===== config.mk =====
export PLATFORM = sky130hd
export DESIGN_NAME = windowed_local_maximum_flagger
export DESIGN_NICKNAME = d
export VERILOG_FILES = /design/src/rtl/wlm_pkg.sv /design/src/rtl/wlm_window_mem.sv /design/src/rtl/wlm_cmp_unit.sv /design/src/rtl/wlm_out_stage.sv /design/src/rtl/windowed_local_maximum_flagger.sv
export SDC_FILE = /design/constraint.sdc
export NUM_CORES = 2
export LEC_CHECK = 0
export BUFFER_PORTS_ARGS = -buffer_cell sky130_fd_sc_hd__buf_2
export CELL_PAD_IN_SITES_DETAIL_PLACEMENT = 1
export CELL_PAD_IN_SITES_GLOBAL_PLACEMENT = 1
export CORE_MARGIN = 8
export CORE_UTILIZATION = 45
export CTS_BUF_LIST = sky130_fd_sc_hd__clkbuf_8
export DETAILED_ROUTE_END_ITERATION = 10
export PLACE_DENSITY_LB_ADDON = 0.1
export SLEW_MARGIN = 20
export SYNTH_ARGS = -nofsm -noshare
export SYNTH_HDL_FRONTEND = slang
export SYNTH_SLANG_ARGS = --single-unit

===== constraint.sdc =====
create_clock -name clk -period 9.93 [get_ports clk]
set_input_delay 0.993 -clock clk [delete_from_list [all_inputs] [get_ports clk]]
set_output_delay 0.993 -clock clk [all_outputs]
set_load 0.05 [all_outputs]

===== src/rtl/wlm_pkg.sv =====
// Shared types and constants for the windowed local-maximum flagger.
// Holds field widths, status codes and the window entry and result records.
// No dependencies.
package wlm_pkg;

	localparam int CHROM_W  = 16;
	localparam int COORD_W  = 31;
	localparam int SCORE_W  = 32;
	localparam int SEQ_W    = 32;
	localparam int STATUS_W = 3;
	// Compare unit works one bit wider than the widest operand.
	localparam int CMP_W    = SCORE_W + 1;

	localparam int DEFAULT_WINDOW_DEPTH = 32;
	localparam logic [COORD_W-1:0] RANGE_RESET = COORD_W'(1);

	typedef enum logic [STATUS_W-1:0] {
		ST_OK          = 3'd0,
		ST_CHROM_ORDER = 3'd1,
		ST_START_ORDER = 3'd2,
		ST_NESTED      = 3'd3,
		ST_OVERFLOW    = 3'd4
	} wlm_status_t;

	typedef struct packed {
		logic [CHROM_W-1:0]        chrom;
		logic [COORD_W-1:0]        region_end;
		logic signed [SCORE_W-1:0] score;
	} wlm_entry_t;

	typedef struct packed {
		logic [SEQ_W-1:0] seq;
		logic             is_max;
		wlm_status_t      status;
	} wlm_res_t;

	// Sequencer to output stage.
	typedef struct packed {
		logic     push;
		logic     close;
		wlm_res_t res;
	} wlm_req_t;

	// Output stage to sequencer.
	typedef struct packed {
		logic push_ok;
		logic close_ok;
	} wlm_ack_t;

endpackage


===== src/rtl/wlm_window_mem.sv =====
// Storage for pending regions: one write port, one registered read port.
// Depends on wlm_pkg for the entry record.
module wlm_window_mem #(
	parameter int DEPTH = wlm_pkg::DEFAULT_WINDOW_DEPTH
) (
	input  logic                       clk,
	input  logic                       wr_en,
	input  logic [$clog2(DEPTH)-1:0]   wr_addr,
	input  wlm_pkg::wlm_entry_t        wr_data,
	input  logic                       rd_en,
	input  logic [$clog2(DEPTH)-1:0]   rd_addr,
	output wlm_pkg::wlm_entry_t        rd_data
);
	import wlm_pkg::*;

	wlm_entry_t mem_q [DEPTH];
	wlm_entry_t rd_data_q;

	always_ff @(posedge clk) begin
		if (wr_en) begin
			mem_q[wr_addr] <= wr_data;
		end
		if (rd_en) begin
			rd_data_q <= mem_q[rd_addr];
		end
	end

	assign rd_data = rd_data_q;

endmodule


===== src/rtl/wlm_cmp_unit.sv =====
// Shared subtract-and-compare unit: diff = a - b, tested against a threshold.
// Used for the gap test on retirement and for score compares. Depends on wlm_pkg.
module wlm_cmp_unit (
	input  logic signed [wlm_pkg::CMP_W-1:0] op_a,
	input  logic signed [wlm_pkg::CMP_W-1:0] op_b,
	input  logic signed [wlm_pkg::CMP_W-1:0] thr,
	output logic                             gt,
	output logic                             neg
);
	import wlm_pkg::*;

	logic signed [CMP_W-1:0] diff;

	// Operands never exceed CMP_W-1 bits of magnitude, so diff cannot overflow.
	assign diff = op_a - op_b;
	assign gt   = diff > thr;
	assign neg  = diff[CMP_W-1];

endmodule


===== src/rtl/wlm_out_stage.sv =====
// Result holding register and output register.
// One result is held back until it is known whether it ends the run. Depends on wlm_pkg.
module wlm_out_stage (
	input  logic                                clk,
	input  logic                                arst_n,
	input  wlm_pkg::wlm_req_t                   req,
	output wlm_pkg::wlm_ack_t                   ack,
	output logic                                out_valid,
	input  logic                                out_stall,
	output wlm_pkg::wlm_res_t                   out_res,
	output logic                                out_last
);
	import wlm_pkg::*;

	logic     hold_v_q;
	wlm_res_t hold_q;
	logic     out_valid_q;
	wlm_res_t out_res_q;
	logic     out_last_q;
	logic     out_free;
	logic     out_load;

	assign out_free     = !out_valid_q || !out_stall;
	assign ack.push_ok  = !hold_v_q || out_free;
	assign ack.close_ok = !hold_v_q || out_free;

	// Held result moves to the output on a new push or on close.
	assign out_load = hold_v_q && ((req.push && ack.push_ok) || (req.close && out_free));

	always_ff @(posedge clk or negedge arst_n) begin
		if (!arst_n) begin
			hold_v_q    <= 1'b0;
			out_valid_q <= 1'b0;
		end else begin
			if (req.push && ack.push_ok) begin
				hold_v_q <= 1'b1;
			end else if (req.close && hold_v_q && out_free) begin
				hold_v_q <= 1'b0;
			end
			if (out_load) begin
				out_valid_q <= 1'b1;
			end else if (out_valid_q && !out_stall) begin
				out_valid_q <= 1'b0;
			end
		end
	end

	always_ff @(posedge clk) begin
		if (req.push && ack.push_ok) begin
			hold_q <= req.res;
			if (hold_v_q) begin
				out_res_q  <= hold_q;
				out_last_q <= 1'b0;
			end
		end else if (req.close && hold_v_q && out_free) begin
			out_res_q  <= hold_q;
			out_last_q <= 1'b1;
		end
	end

	assign out_valid = out_valid_q;
	assign out_res   = out_res_q;
	assign out_last  = out_last_q;

endmodule


===== src/rtl/windowed_local_maximum_flagger.sv =====
// Throughput: one item at a time, paced by the single window read port and the
// shared compare unit.
// Reset: window empty, range 1, sequence count 0; window storage is not cleared.
// Uses wlm_pkg, wlm_window_mem, wlm_cmp_unit and wlm_out_stage.
module windowed_local_maximum_flagger #(
	parameter int WINDOW_DEPTH = wlm_pkg::DEFAULT_WINDOW_DEPTH
) (
	input  logic                                clk,
	input  logic                                arst_n,
	// configuration write
	input  logic                                cfg_valid,
	output logic                                cfg_ready,
	input  logic [wlm_pkg::COORD_W-1:0]         neighbour_range,
	// input items
	input  logic                                in_valid,
	output logic                                in_stall,
	input  logic                                flush,
	input  logic [wlm_pkg::CHROM_W-1:0]         chrom_id,
	input  logic [wlm_pkg::COORD_W-1:0]         region_start,
	input  logic [wlm_pkg::COORD_W-1:0]         region_end,
	input  logic signed [wlm_pkg::SCORE_W-1:0]  score,
	// results
	output logic                                out_valid,
	input  logic                                out_stall,
	output logic [wlm_pkg::SEQ_W-1:0]           region_seq,
	output logic                                is_max,
	output logic [wlm_pkg::STATUS_W-1:0]        status,
	output logic                                last_of_run
);
	import wlm_pkg::*;

	localparam int PW = $clog2(WINDOW_DEPTH);
	localparam int CW = $clog2(WINDOW_DEPTH + 1);
	localparam logic [CW-1:0] FULL = CW'(WINDOW_DEPTH);

	typedef enum logic [3:0] {
		S_IDLE,
		S_CHECK,     // sort-order check, pick flush, error or region path
		S_FLUSH,     // retire everything, one per cycle unless the output stage holds off
		S_ERR,       // single error result
		S_RET_RD,    // read head entry
		S_RET_CHK,   // gap / chromosome test on head, retire if out of reach
		S_OVF,       // evict oldest if still full
		S_CMP_INIT,
		S_CMP_RD,    // read one pending entry
		S_CMP_CHK,   // score compare both ways
		S_INSERT,    // append incoming region
		S_CLOSE      // release last held result with last_of_run
	} state_t;

	state_t            state_q;
	logic [COORD_W-1:0] range_q;
	logic [PW-1:0]     head_q, tail_q, scan_q;
	logic [CW-1:0]     count_q, idx_q;
	logic [SEQ_W-1:0]  next_seq_q;
	logic [CHROM_W-1:0] prev_chrom_q;
	logic [COORD_W-1:0] prev_start_q, prev_end_q;
	logic              seen_q;
	logic              bn_q;        // incoming region beaten so far
	wlm_status_t       err_q;

	// latched item, no reset
	logic              in_flush_q;
	logic [CHROM_W-1:0] in_chrom_q;
	logic [COORD_W-1:0] in_start_q, in_end_q;
	logic signed [SCORE_W-1:0] in_score_q;
	logic [WINDOW_DEPTH-1:0] beaten_q;

	logic              accept;
	wlm_status_t       order_err;
	logic [SEQ_W-1:0]  seq_old;
	logic              retire_hit;

	logic              rd_en, wr_en;
	logic [PW-1:0]     rd_addr;
	wlm_entry_t        rd_data, wr_data;

	logic signed [CMP_W-1:0] cmp_a, cmp_b, cmp_thr;
	logic              cmp_gt, cmp_neg;

	wlm_req_t          req;
	wlm_ack_t          ack;
	wlm_res_t          out_res;

	function automatic logic [PW-1:0] ptr_inc(input logic [PW-1:0] p);
		ptr_inc = (p == PW'(WINDOW_DEPTH - 1)) ? '0 : p + PW'(1);
	endfunction

	assign in_stall  = (state_q != S_IDLE);
	assign cfg_ready = (state_q == S_IDLE);
	assign accept    = in_valid && !in_stall;

	// Sequence number of the oldest pending region.
	assign seq_old = next_seq_q - SEQ_W'(count_q);

	always_comb begin
		order_err = ST_OK;
		if (in_chrom_q < prev_chrom_q) begin
			order_err = ST_CHROM_ORDER;
		end else if (in_chrom_q == prev_chrom_q && in_start_q < prev_start_q) begin
			order_err = ST_START_ORDER;
		end else if (in_chrom_q == prev_chrom_q && in_end_q < prev_end_q) begin
			order_err = ST_NESTED;
		end
	end

	// Shared compare unit: score compare in S_CMP_CHK, gap test otherwise.
	always_comb begin
		if (state_q == S_CMP_CHK) begin
			cmp_a   = CMP_W'(in_score_q);
			cmp_b   = CMP_W'(rd_data.score);
			cmp_thr = '0;
		end else begin
			cmp_a   = $signed({2'b00, in_start_q});
			cmp_b   = $signed({2'b00, rd_data.region_end});
			cmp_thr = $signed({2'b00, range_q});
		end
	end

	wlm_cmp_unit u_cmp (
		.op_a (cmp_a),
		.op_b (cmp_b),
		.thr  (cmp_thr),
		.gt   (cmp_gt),
		.neg  (cmp_neg)
	);

	assign retire_hit = (rd_data.chrom != in_chrom_q) || cmp_gt;

	// Window memory ports and result requests.
	always_comb begin
		rd_en       = 1'b0;
		rd_addr     = head_q;
		req.push    = 1'b0;
		req.close   = 1'b0;
		req.res.seq    = seq_old;
		req.res.is_max = !beaten_q[head_q];
		req.res.status = ST_OK;
		case (state_q)
			S_RET_RD: begin
				rd_en = (count_q != '0);
			end
			S_RET_CHK: begin
				req.push = retire_hit;
			end
			S_OVF: begin
				req.push       = (count_q == FULL);
				req.res.status = ST_OVERFLOW;
			end
			S_CMP_RD: begin
				rd_en   = 1'b1;
				rd_addr = scan_q;
			end
			S_FLUSH: begin
				req.push = (count_q != '0);
			end
			S_ERR: begin
				req.push       = 1'b1;
				req.res.seq    = '0;
				req.res.is_max = 1'b0;
				req.res.status = err_q;
			end
			S_CLOSE: begin
				req.close = 1'b1;
			end
			default: begin
			end
		endcase
	end

	assign wr_en = (state_q == S_INSERT);
	assign wr_data.chrom      = in_chrom_q;
	assign wr_data.region_end = in_end_q;
	assign wr_data.score      = in_score_q;

	wlm_window_mem #(
		.DEPTH (WINDOW_DEPTH)
	) u_mem (
		.clk     (clk),
		.wr_en   (wr_en),
		.wr_addr (tail_q),
		.wr_data (wr_data),
		.rd_en   (rd_en),
		.rd_addr (rd_addr),
		.rd_data (rd_data)
	);

	// Sequencer.
	always_ff @(posedge clk or negedge arst_n) begin
		if (!arst_n) begin
			state_q      <= S_IDLE;
			range_q      <= RANGE_RESET;
			head_q       <= '0;
			tail_q       <= '0;
			scan_q       <= '0;
			count_q      <= '0;
			idx_q        <= '0;
			next_seq_q   <= '0;
			prev_chrom_q <= '0;
			prev_start_q <= '0;
			prev_end_q   <= '0;
			seen_q       <= 1'b0;
			bn_q         <= 1'b0;
			err_q        <= ST_OK;
		end else begin
			if (cfg_valid && cfg_ready) begin
				range_q <= neighbour_range;
			end
			case (state_q)
				S_IDLE: begin
					if (accept) begin
						state_q <= S_CHECK;
					end
				end
				S_CHECK: begin
					if (in_flush_q) begin
						state_q <= S_FLUSH;
					end else if (seen_q && order_err != ST_OK) begin
						err_q   <= order_err;
						state_q <= S_ERR;
					end else begin
						state_q <= S_RET_RD;
					end
				end
				S_FLUSH: begin
					if (count_q == '0) begin
						seen_q       <= 1'b0;
						prev_chrom_q <= '0;
						prev_start_q <= '0;
						prev_end_q   <= '0;
						state_q      <= S_CLOSE;
					end else if (ack.push_ok) begin
						head_q  <= ptr_inc(head_q);
						count_q <= count_q - CW'(1);
					end
				end
				S_ERR: begin
					if (ack.push_ok) begin
						state_q <= S_CLOSE;
					end
				end
				S_RET_RD: begin
					state_q <= (count_q == '0) ? S_OVF : S_RET_CHK;
				end
				S_RET_CHK: begin
					if (retire_hit) begin
						if (ack.push_ok) begin
							head_q  <= ptr_inc(head_q);
							count_q <= count_q - CW'(1);
							state_q <= S_RET_RD;
						end
					end else begin
						state_q <= S_OVF;
					end
				end
				S_OVF: begin
					if (count_q == FULL) begin
						if (ack.push_ok) begin
							head_q  <= ptr_inc(head_q);
							count_q <= count_q - CW'(1);
							state_q <= S_CMP_INIT;
						end
					end else begin
						state_q <= S_CMP_INIT;
					end
				end
				S_CMP_INIT: begin
					scan_q  <= head_q;
					idx_q   <= '0;
					bn_q    <= 1'b0;
					state_q <= (count_q == '0) ? S_INSERT : S_CMP_RD;
				end
				S_CMP_RD: begin
					state_q <= S_CMP_CHK;
				end
				S_CMP_CHK: begin
					if (cmp_neg) begin
						bn_q <= 1'b1;
					end
					scan_q  <= ptr_inc(scan_q);
					idx_q   <= idx_q + CW'(1);
					state_q <= (idx_q + CW'(1) == count_q) ? S_INSERT : S_CMP_RD;
				end
				S_INSERT: begin
					tail_q       <= ptr_inc(tail_q);
					count_q      <= count_q + CW'(1);
					next_seq_q   <= next_seq_q + SEQ_W'(1);
					prev_chrom_q <= in_chrom_q;
					prev_start_q <= in_start_q;
					prev_end_q   <= in_end_q;
					seen_q       <= 1'b1;
					state_q      <= S_CLOSE;
				end
				S_CLOSE: begin
					if (ack.close_ok) begin
						state_q <= S_IDLE;
					end
				end
				default: begin
					state_q <= S_IDLE;
				end
			endcase
		end
	end

	// Item latch and beaten flags (payload, no reset).
	always_ff @(posedge clk) begin
		if (accept) begin
			in_flush_q <= flush;
			in_chrom_q <= chrom_id;
			in_start_q <= region_start;
			in_end_q   <= region_end;
			in_score_q <= score;
		end
		// Incoming score beats a pending one.
		if (state_q == S_CMP_CHK && cmp_gt) begin
			beaten_q[scan_q] <= 1'b1;
		end
		if (state_q == S_INSERT) begin
			beaten_q[tail_q] <= bn_q;
		end
	end

	wlm_out_stage u_out (
		.clk       (clk),
		.arst_n    (arst_n),
		.req       (req),
		.ack       (ack),
		.out_valid (out_valid),
		.out_stall (out_stall),
		.out_res   (out_res),
		.out_last  (last_of_run)
	);

	assign region_seq = out_res.seq;
	assign is_max     = out_res.is_max;
	assign status     = out_res.status;

`ifndef SYNTH
	a_count_bound: assert property (@(posedge clk) disable iff (!arst_n)
		count_q <= FULL)
		else $error("window count above depth");

	a_empty_ptrs: assert property (@(posedge clk) disable iff (!arst_n)
		(count_q == '0) |-> (head_q == tail_q))
		else $error("empty window with head and tail apart");

	a_insert_room: assert property (@(posedge clk) disable iff (!arst_n)
		(state_q == S_INSERT) |-> (count_q < FULL))
		else $error("insert into a full window");

	a_retire_nonempty: assert property (@(posedge clk) disable iff (!arst_n)
		(req.push && (state_q == S_RET_CHK || state_q == S_FLUSH || state_q == S_OVF))
		|-> (count_q != '0))
		else $error("retire from an empty window");

	a_seq_step: assert property (@(posedge clk) disable iff (!arst_n)
		(state_q == S_INSERT) |=> (next_seq_q == $past(next_seq_q) + SEQ_W'(1)))
		else $error("sequence count did not advance on insert");
`endif

endmodule


==> impl_metrics.toml <==
[place]
gp_congestion = 0.833
place_ws_ps = 2050
hpwl_um = 185000
io_buffers = 186

[floorplan]
start_util_pct = 45.2
core_um2 = 265000
fp-row-count = 189
pin_count = 187
fp.dieW_um = 532
die_area_um2 = 283000
die_h_um = 532

[global_routing]
grt_pass1_vias = 70000
overflow = 0
grt_pass1_wl_um = 509000
grt_max_degree = 109
grt.total_usage_pct = 24.7
antenna_found_initial = 20

[sta]
fmax_ghz = 0.125
fin_setup_tns_ps = 0
post-route-period-util_pct = 80.5
tightestPinTransition_ps = 1160
fin_crit_ps = 8000
finalHoldViolations = 0
finalMaxSlewViolations = 0
relSlewSlack_pct = 22.1
setup_ws_ps = 1930
worst_clock_skew_ps = 53.0
rsz0062_at_grt = "no"
setup_viol = 0

[synthesis]
yosysMostFrequentCell = "edfxtp_1"
synth_fp_nets = 6928
yosys_warnings = 0
seq_area_frac_synth_pct = 74.3
synth_area_leaders = "edfxtp_1 70%, mux4_2 12%, dfrtp_1 3.7%"
syn_area_um2 = 120000
synth_ff_type = "edfxtp_1"
ys_ff_latch = 3001
synth-edff-count = 2791
netlist_instances = 6615
yosys.area.top_type = "edfxtp_1"
synth_cell_types = 84
synthTopCellsByCount = "2791 x edfxtp_1, 928 x nand2_1, 642 x mux4_2"
synth_top_area_share_pct = 70.0
syn_avg_cell_area_um2 = 18.1
synthArstFlopShare_pct = 5.93

[clock_network]
numCtsBuffers = 527
tritoncts = "yes"
cts_max_path_buffers = 4
post_cts.repair.setup_buffers = 0
numClockSinks = 3001
clockRootBuffer = "clkbuf_8"
htree_levels = 6
insertion_delay_ps = 1110
clk_pin_slew_ps = 60

[power_and_ir_drop]
power_density_nw_per_um2 = 290
ir_worst_vdd_mv = 0.330
leakage_nw = 46.9

[setup_path]
worstSetupPathType = "register to register"
cp-start-kind = "register"
crit_start = "state_q[0]$_DFFE_PN0P_"
critPathCaptureType = "register"
reg2reg_from = "state_q[0]$_DFFE_PN0P_"
cp_max_fo = 37
cp_common_cell = "a21oi_1"
cp_slowest_cell = "dfrtp_1"
r2r_slack_ps = 1930
cp.arrival_ps = 8770
r2r.worst_path.cells = 25
cp.required_ps = 10710
slowest_delay_ps = 700

[cells_and_area]
layout.nets = 7594
n_fill_cell = 24500
area_growth_pct = 14.0
drive_above_1_share_pct = 23.0

[detailed_routing]
drc_errors = 0
wire_per_inst_um = 31.9
drtIter0Drc = 6495
drtAntennaViolNets = 0
via_count = 66400
dr.pass1.iters = 5
routed_wl_um = 358000
via_per_inst = 5.91

[worst_hold_path]
hold_class = "primary input to register"
min_path_cells = 1
worstHoldStart = "score[24]"

[run]
cap_violations = 0

[run_status]
status = "finished, final reports clean"
-- power by group --
part,switching (mW),internal [mW],total [mW]
clock network,5.19,5.19,10.4
logic,8.34,5.39,13.7
registers,0.550,14.9,15.5
total,14.1,25.5,39.6
-- cell families (layout without fill, tap and decap cells) --
group,count (synthesis),in the layout,share of synthesized area [%]
flip-flops,3001,3001,74.3
AND/OR/NAND/NOR,1690,1690,6.18
multiplexers,721,721,12.8
AO/OA/AOI/OAI,468,468,2.67
buffers and inverters,456,1526,1.51
adder cells (fa/ha/maj),166,166,1.75
XOR/XNOR,113,113,0.827
other,0,10,0
-- per-layer routing --
metal	GRT usage [%]	up-vias	routed length, µm
li1	-	27600	-
met1	35.6	35800	158000
met2	39.7	2494	170000
met3	4.04	476	23800
met4	5.93	4	7110
met5	0	-	26
-- state kept, by name, indices dropped and copies added, names as in the netlist, 6 cells and up --
name	flops
beaten_q	32
count_q	6
idx_q	6
in_chrom_q	16
in_end_q	31
in_score_q	32
in_start_q	31
next_seq_q	32
prev_chrom_q	16
prev_end_q	31
prev_start_q	31
range_q	31
u_mem.mem_q	2528
u_mem.rd_data	79
u_out.hold_q	36
u_out.out_res	36
-- worst paths after layout --
kind,to
worst max-delay path,u_out.out_res[26]$_DFFE_PP_
worst min-delay path,in_score_q[24]$_DFFE_PP_
worst max register to register,u_out.out_res[26]$_DFFE_PP_
worst min register to register,u_out.out_res[13]$_DFFE_PP_
max in group asynchronous,prev_end_q[9]$_DFFE_PN0P_
min in group asynchronous,next_seq_q[31]$_DFFE_PN0P_
-- worst max-delay path, delay by kind of cell (launching register included) --
family	cells	cell delay (ps)
AOI/OAI and AO/OA	13	3520
and+or+nand+nor	6	1600
buffers and inverters	2	710
DFF	1	700
adders and majority gates	2	580
muxes	2	510
-- area by class of cell --
cell class	count	area (µm²)	area share (%)
Antenna cell	10	25.0	0.0183
Clock buffer	547	7530	5.52
Clock inverter	386	1850	1.36
Inverter	110	433	0.317
Multi-Input combinational cell	3158	29300	21.5
Sequential cell	3001	88900	65.1
Tap cell	3533	4420	3.24
Timing Repair Buffer	483	3960	2.90
-- layout by cell type, fill, tap and decap left out, types with 153 or more instances in the layout --
cell,netlist,layout
edfxtp_1,2791,2791
buf_4,2,153
ha_1,163,163
nand3_1,439,439
nand2_1,928,927
mux4_2,642,642
buf_2,74,185
dfrtp_1,177,177
clkbuf_8,0,547
inv_1,109,268
-- through the flow --
stage	util (%)	area (µm²)	hold slack [ps]	total power, mW	cells
global route	51.5	136000	57.8	41.5	11200
floorplan	-	120000	400	24.9	6615
detailed placement	47.5	126000	406	29.5	10200
global placement	47.5	126000	406	29.3	10200
finish	51.5	136000	140	39.6	11200
CTS	51.4	136000	1.11	40.0	11200
-- repair_timing --
action	in CTS	in global routing
hold endpoints to repair	179	0
gates resized for setup	0	0
hold buffers	100	0
Power figures use the tool's default switching activity.
